## config.mk

```make
export PLATFORM = sky130hd
export DESIGN_NAME = multi_thermocouple_frame_decoder
export DESIGN_NICKNAME = d
export VERILOG_FILES = /design/src/mtfd_pkg.sv /design/src/mtfd_lane.sv /design/src/mtfd_merge.sv /design/src/multi_thermocouple_frame_decoder.sv
export SDC_FILE = /design/constraint.sdc
export NUM_CORES = 2
export LEC_CHECK = 0
export BUFFER_PORTS_ARGS = -buffer_cell sky130_fd_sc_hd__buf_2
export CAP_MARGIN = 30
export CORE_AREA = 2 2 242 423
export CTS_BUF_LIST = sky130_fd_sc_hd__clkbuf_8 sky130_fd_sc_hd__clkbuf_16
export CTS_CLUSTER_SIZE = 28
export DETAILED_ROUTE_END_ITERATION = 16
export DIE_AREA = 0 0 244 425
export PLACE_DENSITY = 0.57
export SYNTH_ARGS = -nofsm -noshare
export SYNTH_HDL_FRONTEND = slang
export SYNTH_SLANG_ARGS = --single-unit
```

## constraint.sdc

```tcl
create_clock -name clk -period 29.8 [get_ports clk]
set_clock_uncertainty 0.05 [all_clocks]
set_input_delay 4.47 -clock clk [delete_from_list [all_inputs] [get_ports clk]]
set_output_delay 4.47 -clock clk [all_outputs]
set_load 0.1 [all_outputs]
```

## src/mtfd_pkg.sv

```systemverilog
// ----------------------------------------------------------------------------
// mtfd_pkg
// Shared constants and types for the multi-converter thermocouple frame
// decoder: frame layout, status codes, junction limits and the per-lane report.
// ----------------------------------------------------------------------------
package mtfd_pkg;

  localparam int PORT_COUNT = 16;
  localparam int PORT_W     = 4;
  localparam int FRAME_W    = 32;
  localparam int CNT_W      = 5;
  localparam int THERMO_W   = 14;
  localparam int JCT_W      = 12;
  localparam int STATUS_W   = 3;
  localparam int OKCNT_W    = 5;
  localparam int SUM_W      = 16;

  // frame bit positions
  localparam int FAULT_BIT  = 16;
  localparam int THERMO_LSB = 18;
  localparam int JCT_LSB    = 4;

  localparam logic [STATUS_W-1:0] ST_VALID = 3'd0;
  localparam logic [STATUS_W-1:0] ST_OPEN  = 3'd1;
  localparam logic [STATUS_W-1:0] ST_GND   = 3'd2;
  localparam logic [STATUS_W-1:0] ST_VCC   = 3'd3;
  localparam logic [STATUS_W-1:0] ST_NEVER = 3'd4;

  // fault code field (low three bits of the frame)
  localparam logic [2:0] FC_OPEN = 3'b001;
  localparam logic [2:0] FC_GND  = 3'b010;
  localparam logic [2:0] FC_VCC  = 3'b100;

  // -10 and +100 degrees in 1/16 degree units
  localparam logic signed [JCT_W-1:0] JCT_LOW  = -12'sd160;
  localparam logic signed [JCT_W-1:0] JCT_HIGH = 12'sd1600;

  localparam logic [CNT_W-1:0] LAST_SLICE = CNT_W'(FRAME_W - 1);

  typedef struct packed {
    logic signed [THERMO_W-1:0] value;   // already zero unless status is valid
    logic [STATUS_W-1:0]        status;
    logic signed [JCT_W-1:0]    jcode;
  } lane_rpt_t;

endpackage

```

## src/mtfd_lane.sv

```systemverilog
// ----------------------------------------------------------------------------
// mtfd_lane
// One converter lane: 32-bit frame shift register, frame decode, and the
// stored thermocouple reading with its replacement rule.
// ----------------------------------------------------------------------------
module mtfd_lane
  import mtfd_pkg::*;
(
  input  logic      clk,
  input  logic      rst_n,
  input  logic      shift_en,
  input  logic      first,
  input  logic      so_bit,
  input  logic      frame_end,
  input  logic      overwrite,
  output lane_rpt_t rpt
);

  logic [FRAME_W-1:0]         frame_r, frame_nxt;
  logic signed [THERMO_W-1:0] value_r, new_value;
  logic [STATUS_W-1:0]        status_r, new_status;
  logic signed [JCT_W-1:0]    jcode_r;
  logic                       replace;

  always_comb begin
    frame_nxt = {(first ? FRAME_W'(0) : frame_r) << 1};
    frame_nxt[0] = so_bit;
  end

  always_comb begin
    new_status = ST_VALID;
    new_value  = '0;
    if (frame_nxt[FAULT_BIT]) begin
      unique case (frame_nxt[2:0])
        FC_OPEN: new_status = ST_OPEN;
        FC_GND:  new_status = ST_GND;
        FC_VCC:  new_status = ST_VCC;
        default: new_status = ST_VALID;   // unknown fault code reads as valid zero
      endcase
    end else begin
      new_value = frame_nxt[THERMO_LSB +: THERMO_W];
    end
  end

  assign replace = overwrite || (new_status == ST_VALID) || (status_r == ST_NEVER);

  always_ff @(posedge clk) begin
    if (!rst_n) begin
      frame_r  <= '0;
      value_r  <= '0;
      status_r <= ST_NEVER;
    end else if (shift_en) begin
      frame_r <= frame_nxt;
      if (frame_end && replace) begin
        value_r  <= new_value;
        status_r <= new_status;
      end
    end
  end

  always_ff @(posedge clk) begin
    if (shift_en && frame_end) begin
      jcode_r <= frame_nxt[JCT_LSB +: JCT_W];
    end
  end

  assign rpt.value  = (status_r == ST_VALID) ? value_r : '0;
  assign rpt.status = status_r;
  assign rpt.jcode  = jcode_r;

endmodule

```

## src/mtfd_merge.sv

```systemverilog
// ----------------------------------------------------------------------------
// mtfd_merge
// Walks the lanes one per cycle after a frame end unless the output is stalled,
// drives the result register and accumulates valid count, junction sum and range flag.
// ----------------------------------------------------------------------------
module mtfd_merge
  import mtfd_pkg::*;
(
  input  logic                       clk,
  input  logic                       rst_n,
  input  logic                       start,
  input  lane_rpt_t                  rpt [PORT_COUNT],
  output logic                       busy,
  output logic                       out_valid,
  input  logic                       out_stall,
  output logic [PORT_W-1:0]          out_port,
  output logic signed [THERMO_W-1:0] out_thermo_quarter_deg,
  output logic [STATUS_W-1:0]        out_thermo_status,
  output logic signed [JCT_W-1:0]    out_junction_sixteenth_deg,
  output logic                       out_last,
  output logic [OKCNT_W-1:0]         out_ok_count,
  output logic signed [SUM_W-1:0]    out_junction_sum,
  output logic                       out_junction_out_of_range
);

  logic                       busy_r, busy_nxt;
  logic [PORT_W-1:0]          idx_r, idx_nxt;
  logic                       ovld_r, ovld_nxt;
  logic [OKCNT_W-1:0]         ok_r, ok_nxt;
  logic signed [SUM_W-1:0]    sum_r, sum_nxt;
  logic                       oor_r, oor_nxt;
  logic                       load, is_last;
  lane_rpt_t                  sel;

  logic [PORT_W-1:0]          port_r;
  logic signed [THERMO_W-1:0] thermo_r;
  logic [STATUS_W-1:0]        status_r;
  logic signed [JCT_W-1:0]    jct_r;
  logic                       last_r;
  logic [OKCNT_W-1:0]         okc_out_r;
  logic signed [SUM_W-1:0]    sum_out_r;
  logic                       oor_out_r;

  assign sel     = rpt[idx_r];
  assign load    = busy_r && (!ovld_r || !out_stall);
  assign is_last = (idx_r == PORT_W'(PORT_COUNT - 1));

  assign ok_nxt  = ok_r + OKCNT_W'(sel.status == ST_VALID);
  assign sum_nxt = sum_r + SUM_W'(sel.jcode);
  assign oor_nxt = oor_r || (sel.jcode < JCT_LOW) || (sel.jcode > JCT_HIGH);

  always_comb begin
    busy_nxt = busy_r;
    idx_nxt  = idx_r;
    if (start) begin
      busy_nxt = 1'b1;
      idx_nxt  = '0;
    end else if (load) begin
      busy_nxt = !is_last;
      idx_nxt  = idx_r + PORT_W'(1);
    end
    if (load) begin
      ovld_nxt = 1'b1;
    end else if (!out_stall) begin
      ovld_nxt = 1'b0;
    end else begin
      ovld_nxt = ovld_r;
    end
  end

  always_ff @(posedge clk) begin
    if (!rst_n) begin
      busy_r <= 1'b0;
      idx_r  <= '0;
      ovld_r <= 1'b0;
      ok_r   <= '0;
      sum_r  <= '0;
      oor_r  <= 1'b0;
    end else begin
      busy_r <= busy_nxt;
      idx_r  <= idx_nxt;
      ovld_r <= ovld_nxt;
      if (start) begin
        ok_r  <= '0;
        sum_r <= '0;
        oor_r <= 1'b0;
      end else if (load) begin
        ok_r  <= ok_nxt;
        sum_r <= sum_nxt;
        oor_r <= oor_nxt;
      end
    end
  end

  always_ff @(posedge clk) begin
    if (load) begin
      port_r    <= idx_r;
      thermo_r  <= sel.value;
      status_r  <= sel.status;
      jct_r     <= sel.jcode;
      last_r    <= is_last;
      okc_out_r <= is_last ? ok_nxt : '0;
      sum_out_r <= is_last ? sum_nxt : '0;
      oor_out_r <= is_last && oor_nxt;
    end
  end

  assign busy                       = busy_r;
  assign out_valid                  = ovld_r;
  assign out_port                   = port_r;
  assign out_thermo_quarter_deg     = thermo_r;
  assign out_thermo_status          = status_r;
  assign out_junction_sixteenth_deg = jct_r;
  assign out_last                   = last_r;
  assign out_ok_count               = okc_out_r;
  assign out_junction_sum           = sum_out_r;
  assign out_junction_out_of_range  = oor_out_r;

  // a new frame never ends while the previous one is still being emitted
  a_no_start_busy: assert property (@(posedge clk) disable iff (!rst_n)
    start |-> !busy_r)
    else $error("frame end during emission");

  // the walk finishes on the final lane
  a_last_ends_walk: assert property (@(posedge clk) disable iff (!rst_n)
    load && is_last |=> !busy_r && ovld_r && last_r)
    else $error("walk did not finish on last lane");

  // the lane pointer only moves on a load or a start
  a_idx_hold: assert property (@(posedge clk) disable iff (!rst_n)
    !load && !start |=> $stable(idx_r))
    else $error("lane index moved without a load");

  // the valid count never exceeds the number of lanes
  a_ok_range: assert property (@(posedge clk) disable iff (!rst_n)
    ovld_r && last_r |-> okc_out_r <= OKCNT_W'(PORT_COUNT))
    else $error("valid count out of range");

endmodule

```

## src/multi_thermocouple_frame_decoder.sv

```systemverilog
// ----------------------------------------------------------------------------
// multi_thermocouple_frame_decoder
// Shifts one sampled bit per converter per slice into 32-bit frames, decodes
// all frames at frame end in parallel lanes and emits one result per port.
// ----------------------------------------------------------------------------
//  channel | direction | handshake           | payload
//  in_     | input     | in_valid / in_stall | so_bits, first_bit, overwrite
//  out_    | output    | out_valid/out_stall | port .. junction_out_of_range
//
//  One slice is taken per cycle unless in_stall is raised. On the 32nd slice all 16 lanes
//  decode at once; the merge stage then loads one port result per cycle while out_stall
//  is low. in_stall is raised only for a slice that would end a frame while the
//  previous frame's results are still being loaded into the output register.
//  Synchronous active-low reset: stored status reads "never read", counter zero.
// ----------------------------------------------------------------------------
module multi_thermocouple_frame_decoder
  import mtfd_pkg::*;
(
  input  logic                       clk,
  input  logic                       rst_n,
  input  logic                       in_valid,
  output logic                       in_stall,
  input  logic [PORT_COUNT-1:0]      in_so_bits,
  input  logic                       in_first_bit,
  input  logic                       in_overwrite,
  output logic                       out_valid,
  input  logic                       out_stall,
  output logic [PORT_W-1:0]          out_port,
  output logic signed [THERMO_W-1:0] out_thermo_quarter_deg,
  output logic [STATUS_W-1:0]        out_thermo_status,
  output logic signed [JCT_W-1:0]    out_junction_sixteenth_deg,
  output logic                       out_last,
  output logic [OKCNT_W-1:0]         out_ok_count,
  output logic signed [SUM_W-1:0]    out_junction_sum,
  output logic                       out_junction_out_of_range
);

  logic [CNT_W-1:0] cnt_r, cnt_base;
  logic             frame_hit, accept, busy;
  lane_rpt_t        rpt [PORT_COUNT];

  assign cnt_base  = in_first_bit ? '0 : cnt_r;
  assign frame_hit = (cnt_base == LAST_SLICE);
  assign in_stall  = busy && frame_hit;
  assign accept    = in_valid && !in_stall;

  always_ff @(posedge clk) begin
    if (!rst_n) begin
      cnt_r <= '0;
    end else if (accept) begin
      cnt_r <= frame_hit ? '0 : cnt_base + CNT_W'(1);
    end
  end

  for (genvar g = 0; g < PORT_COUNT; g++) begin : g_lane
    mtfd_lane u_lane (
      .clk       (clk),
      .rst_n     (rst_n),
      .shift_en  (accept),
      .first     (in_first_bit),
      .so_bit    (in_so_bits[g]),
      .frame_end (frame_hit),
      .overwrite (in_overwrite),
      .rpt       (rpt[g])
    );
  end

  mtfd_merge u_merge (
    .clk                        (clk),
    .rst_n                      (rst_n),
    .start                      (accept && frame_hit),
    .rpt                        (rpt),
    .busy                       (busy),
    .out_valid                  (out_valid),
    .out_stall                  (out_stall),
    .out_port                   (out_port),
    .out_thermo_quarter_deg     (out_thermo_quarter_deg),
    .out_thermo_status          (out_thermo_status),
    .out_junction_sixteenth_deg (out_junction_sixteenth_deg),
    .out_last                   (out_last),
    .out_ok_count               (out_ok_count),
    .out_junction_sum           (out_junction_sum),
    .out_junction_out_of_range  (out_junction_out_of_range)
  );

endmodule

```

Word level (Yosys, flattened, before mapping):

Index checks and enable logic that the tools add are counted.

* flip-flop bits (word level): 1049
* input bits: 22
* output and inout bits: 58
* word-level logic and storage cells: 355

* add/sub/neg operators: 4
* order comparisons: 3
* equality and inequality tests: 67
* multiplexer cells: 89
* bitwise gates (word level): 2
* reductions and logical operators: 111

Operator list (count)
* $mux W31: 16
* $mux W14: 32
* $bmux W29 S4: 1
* $logic_not A3 Y1: 33
* $eq A3 B3 Y1 const B: 32
* $pmux W2 S3: 16
* $mux W29: 2
* $eq A3 B1 Y1 const B: 16
* $eq A3 B2 Y1 const B: 16
* $logic_or A1 B1 Y1: 35
* $mux W2: 16
* $reduce_and A2 Y1: 16
* $logic_and A1 B1 Y1: 21
* $add A16 B12 Y16: 1
* $gt A12 B12 Y1 const B: 1
* $lt A12 B9 Y1 const B: 1
* $mux W5: 2
* $add A5 B1 Y5: 1
* $add A5 B1 Y5 const B: 1
* $eq A5 B5 Y1 const B: 1
* $ge A5 B5 Y1 const B: 1
* $not A4 Y5: 1
* $add A4 B1 Y4 const B: 1
* $eq A4 B4 Y1 const B: 1
* 6 further kinds: 12

Depth between registers and ports, before layout:

* depth after elaboration: 9
* gate-level depth with buffers: 19
* depth with buffers taken out: 13

Cells and area by module:

A second synthesis with hierarchy kept.

* cells, all modules: 4796
* area, all modules: 47934.7 µm²

By module, submodules not included
* mtfd_lane: times used 16, cells each 263, area each 2521.2 µm², sequential area each 1321.3 µm²
* mtfd_merge: times used 1, cells each 553, area each 7280.7 µm², sequential area each 2242.2 µm²
* multi_thermocouple_frame_decoder: times used 1, cells each 35, area each 315.3 µm², sequential area each 100.1 µm²

Worst setup path before layout:

OpenSTA, ideal clock, no wires.

* path kind: input port to flip-flop
* from: in in_first_bit
* to: reg g_lane[10].u_lane.value_r[10]
* arrival time: 12.945 ns
* data required time: 29.628 ns
* slack: 16.683 ns
* stages: 19
* path through: clkbuf_1 clkbuf_1 clkbuf_1 clkbuf_1 nor2b_1 ha_1 and4b_1 ha_1 nand2_1 and2_1 clkbuf_1 nand2_1 inv_1 clkbuf_1 nand2b_1 clkbuf_1 clkbuf_1 nand2_1 a21boi_0

* longest elaborated chain between the ends: 9
* elaborated cells on any way between the ends: 17

Ends and longest elaborated chain
* start, declared: line multi_thermocouple_frame_decoder.sv:24 `input logic in_first_bit,`
* $mux W31: line mtfd_lane.sv:26 `frame_nxt = {(first ? FRAME_W'(0) : frame_r) << 1};`
* $eq A3 B3 Y1, or another cell as far along: line mtfd_lane.sv:34 `unique case (frame_nxt[2:0])`
* $pmux W2 S3: line mtfd_lane.sv:34
* $mux W2: line mtfd_lane.sv:33 `if (frame_nxt[FAULT_BIT]) begin`
* $logic_not A3 Y1: line mtfd_lane.sv:45 `assign replace = overwrite || (new_status == ST_VALID) || (status_r == ST_NEVER);`
* $logic_or A1 B1 Y1 (2 in a row): line mtfd_lane.sv:45
* $logic_and A1 B1 Y1: line mtfd_lane.sv:54 `if (frame_end && replace) begin`
* $reduce_and A2 Y1 (no source line)
* end signal, assigned: line mtfd_lane.sv:55 `value_r <= new_value;`
* end, declared: line mtfd_lane.sv:20 `logic signed [THERMO_W-1:0] value_r, new_value;`

Parallel ways exist; a longest one is shown, timed or not.
A chain may end at the register's enable or synchronous reset.

Worst setup path after layout:

* from: in in_first_bit
* to: out in_stall

* longest elaborated chain between the ends: 3

Ends and longest elaborated chain
* $mux W5: line multi_thermocouple_frame_decoder.sv:42 `assign cnt_base = in_first_bit ? '0 : cnt_r;`
* $eq A5 B5 Y1: line multi_thermocouple_frame_decoder.sv:43 `assign frame_hit = (cnt_base == LAST_SLICE);`
* $logic_and A1 B1 Y1: line multi_thermocouple_frame_decoder.sv:44 `assign in_stall = busy && frame_hit;`
* end, declared: line multi_thermocouple_frame_decoder.sv:22 `output logic in_stall,`

No other way between the ends.

==> metrics.txt <==
outcome=complete, no violations; # rows=154; Die Y-Extent=between 400 and 500 µm; Filler cells=~9500; post-route setup TNS=0 ps; reg-to-reg critical path startpoint=u_merge.idx_r[1]$_SDFFE_PP0P_; H-tree lvl count=3; Rel. slew slack=a little over 30%; leak pwr=about 16 nW; part of the cycle the worst path needs=between 30 and 40%; Hold Path Class=reg -> reg; Clk network pwr share=a little under half; max cap viols=0; Logic pwr share=under 10%; Period minus WS final=~11000 ps; PortBufs=just under 80; CTS tree=done; Synth Net Count=4696; worst setup margin=~19000 ps; Synth Area per Inst=between 9 and 10 µm²; yosys warns=0; Starting Density=44.7%; layout cells sized above 1=8.82%; Post-Synthesis Cells=around 4700; Worst setup SP type=input pin; Max Slew Vio Count=0; Crit. End Element=output port; fin nets=between 4000 and 5000; async set or reset register ratio after synthesis=0%; Sw Share=a little over a fifth; root buf cell=clkbuf_16; hpwl dp=74300 µm; hold path startpoint=g_lane[8].u_lane.value_r[4]$_SDFFE_PN0P_; RSZ-0062 raised after global routing=no; Hold EP=g_lane[8].u_lane.value_r[4]$_SDFFE_PN0P_; DP Worst Slack=~19000 ps; Layout area overhead=10.4%; drt initial violations=2157; share of the synthesized area in the top cell type=between 30% and 40%; most frequent cells in the layout=1078 x nand2_1, 797 x dfxtp_1, 704 x a21boi_0, 272 x nand3b_1, 248 x edfxtp_1; DR WL/cell=approximately 20 µm; EDFF count, synth=roughly 250; Pint=~2.2 mW; Post-route DRC=0; Horiz. Die Dim=about 240 µm; R2R depth=13; CTS resizes=0; dpl cells=about 5800; Max clock buf depth=3; final core utilization=between 40% and 50%; Post-Syn Area=roughly 45000 µm²; crit path DAT=between 6000 and 7000 ps; Max VDD drop=0.0482 mV; clk slew on worst S/H paths=approximately 60 ps; global route overflow=0; reg2reg end=u_merge.out_junction_sum[14]$_SDFFCE_PN0P_; gr usage total=between 20 and 25%; final std cells w/o fill=around 6000; largest net degree at the start of global routing=roughly 190; Reg power frac=between 50% and 60%; initial antenna violation count=6; first-pass GRT wire length=about 180000 µm; CP required=between 20000 and 30000 ps; post-synthesis register bit count=1049; switching power=between 0.6 and 0.7 mW; Clock Sink Count=about 1000; Vias per Instance=roughly 5.4; worst-path maximum fanout=89; Worst Tran Pin Value=a little over 1000 ps; routed vias=approximately 32000; hold buffer count at cts=0; commonest non-fill, non-tap cell in the layout=nand2_1; main flop type after synthesis=dfxtp_1; Seq/Total Area, Yosys=52.3%; gpl congestion=roughly 0.85; largest area contributor in the netlist=dfxtp_1; top cells by area, synth=dfxtp_1 36%, edfxtp_1 17%, a21boi_0 12%, nand2_1 9.0%, nand3b_1 4.6%; Final Hold Viols=0; Fmax=between 0.09 and 0.1 GHz; Yosys cell types=52; WS Path Type=in -> out; vias in the first global route=between 30000 and 40000; Post-CTS Setup Bufs=0; drt first pass iters=5; antenna viol nets, final=0; io pins=80; WL final=117000 µm; total power draw=~2.8 mW; core area=100000 µm²; flop-to-flop setup slack=23980 ps; fin area=approximately 50000 µm²; CTS buffer count=between 90 and 100; Hold Path Depth=2; worst hold slack=between 400 and 500 ps; dpl cell area=about 46000 µm²; Die Area=slightly above 100000 µm²; final setup vio count=0; total power divided by cell area=between 50 and 60 nW/µm²; clk_lat worst skew=approximately 700 ps
## worst max-delay path, cell delays in order
cell     delay, ps
buf_8          230
nor2b_1        230
ha_1           220
and4b_1        200
ha_1           230
nand2_1        150
inv_1          100
buf_2          430
## routing by layer
metal	track usage (%)	part of all wire, %	up-vias	routed length, µm
li1	-	-	15900	-
met1	27.2	42	15800	49000
met2	40.2	51	522	59700
met3	2.69	3.2	165	3800
met4	9.45	4.0	4	4680
met5	0	0.026	-	30
## power by group through the flow
stage	clock (mW)	sequential [mW]	combinational (mW)
after global routing	1.35	1.45	0.0921
after detailed placement	0	1.48	0.0861
after CTS	1.30	1.45	0.0862
after global placement	0	1.48	0.0842
final	1.27	1.45	0.0854
after floorplan	0	1.48	0.0609
## worst max path at each step
stage | from | endpoint | slack, ps | cells past startpoint
2_1_floorplan | in_first_bit | g_lane[10].u_lane.value_r[10]$_SDFFE_PN0P_ | 16680 | 19
3_3_place_gp | in_first_bit | in_stall | 18930 | 8
3_5_place_dp | in_first_bit | in_stall | 18970 | 8
4_1_cts | in_first_bit | in_stall | 18970 | 8
5_1_grt | in_first_bit | in_stall | 18800 | 8
6_report | in_first_bit | in_stall | 18990 | 8
## sequential cells by signal, indices dropped and copies added, names as in the netlist, 5 cells and up
name                                flops
u_merge.out_ok_count                    5
u_merge.out_thermo_quarter_deg         14
g_lane.u_lane.value_r                 224
g_lane.u_lane.jcode_r                 192
u_merge.sum_r                          16
u_merge.ok_r                            5
g_lane.u_lane.frame_r                 496
g_lane.u_lane.status_r                 48
u_merge.out_junction_sixteenth_deg     12
u_merge.out_junction_sum               16
cnt_r                                   5
## cell families (layout without fill, tap and decap cells)
| group | count (synthesis) | in the layout | synth area share (%) |
|---|---|---|---|
| buffers and inverters | 393 | 342 | 3.40 |
| flip-flops | 1049 | 1049 | 52.3 |
| other | 0 | 3 | 0 |
| adder cells (fa/ha/maj) | 21 | 21 | 0.602 |
| AO/OA/AOI/OAI | 1020 | 1020 | 16.6 |
| AND/OR/NAND/NOR | 2021 | 2021 | 21.6 |
| XOR/XNOR | 54 | 54 | 1.10 |
| multiplexers | 95 | 95 | 4.32 |
## synthesized netlist by cell type (all sizes together), types with 8 or more instances
| cell | n |
|---|---|
| a22oi | 64 |
| a211oi | 21 |
| nor2b | 197 |
| xnor2 | 45 |
| a21boi | 740 |
| buf | 52 |
| mux2i | 13 |
| nor4 | 10 |
| nand3 | 236 |
| inv | 9 |
| clkbuf | 332 |
| nor3 | 39 |
| xor2 | 9 |
| ha | 20 |
| and2 | 31 |
| edfxtp | 248 |
| mux4 | 78 |
| o21ai | 25 |
| a221oi | 57 |
| nand3b | 272 |
| dfxtp | 801 |
| nand2b | 33 |
| nand2 | 1079 |
| nor4b | 8 |
| a21oi | 88 |
| nor2 | 103 |
## area by class of cell
type	count	area [µm²]	area share (%)
Timing Repair Buffer	158	1120	2.27
Antenna cell	3	7.51	0.0152
Clock buffer	119	2780	5.60
Inverter	9	41.3	0.0834
Clock inverter	56	438	0.884
Tap cell	1326	1660	3.35
Sequential cell	1049	23500	47.4
Multi-Input combinational cell	3211	20000	40.4
No activity file was read; power rests on OpenSTA's default activity.
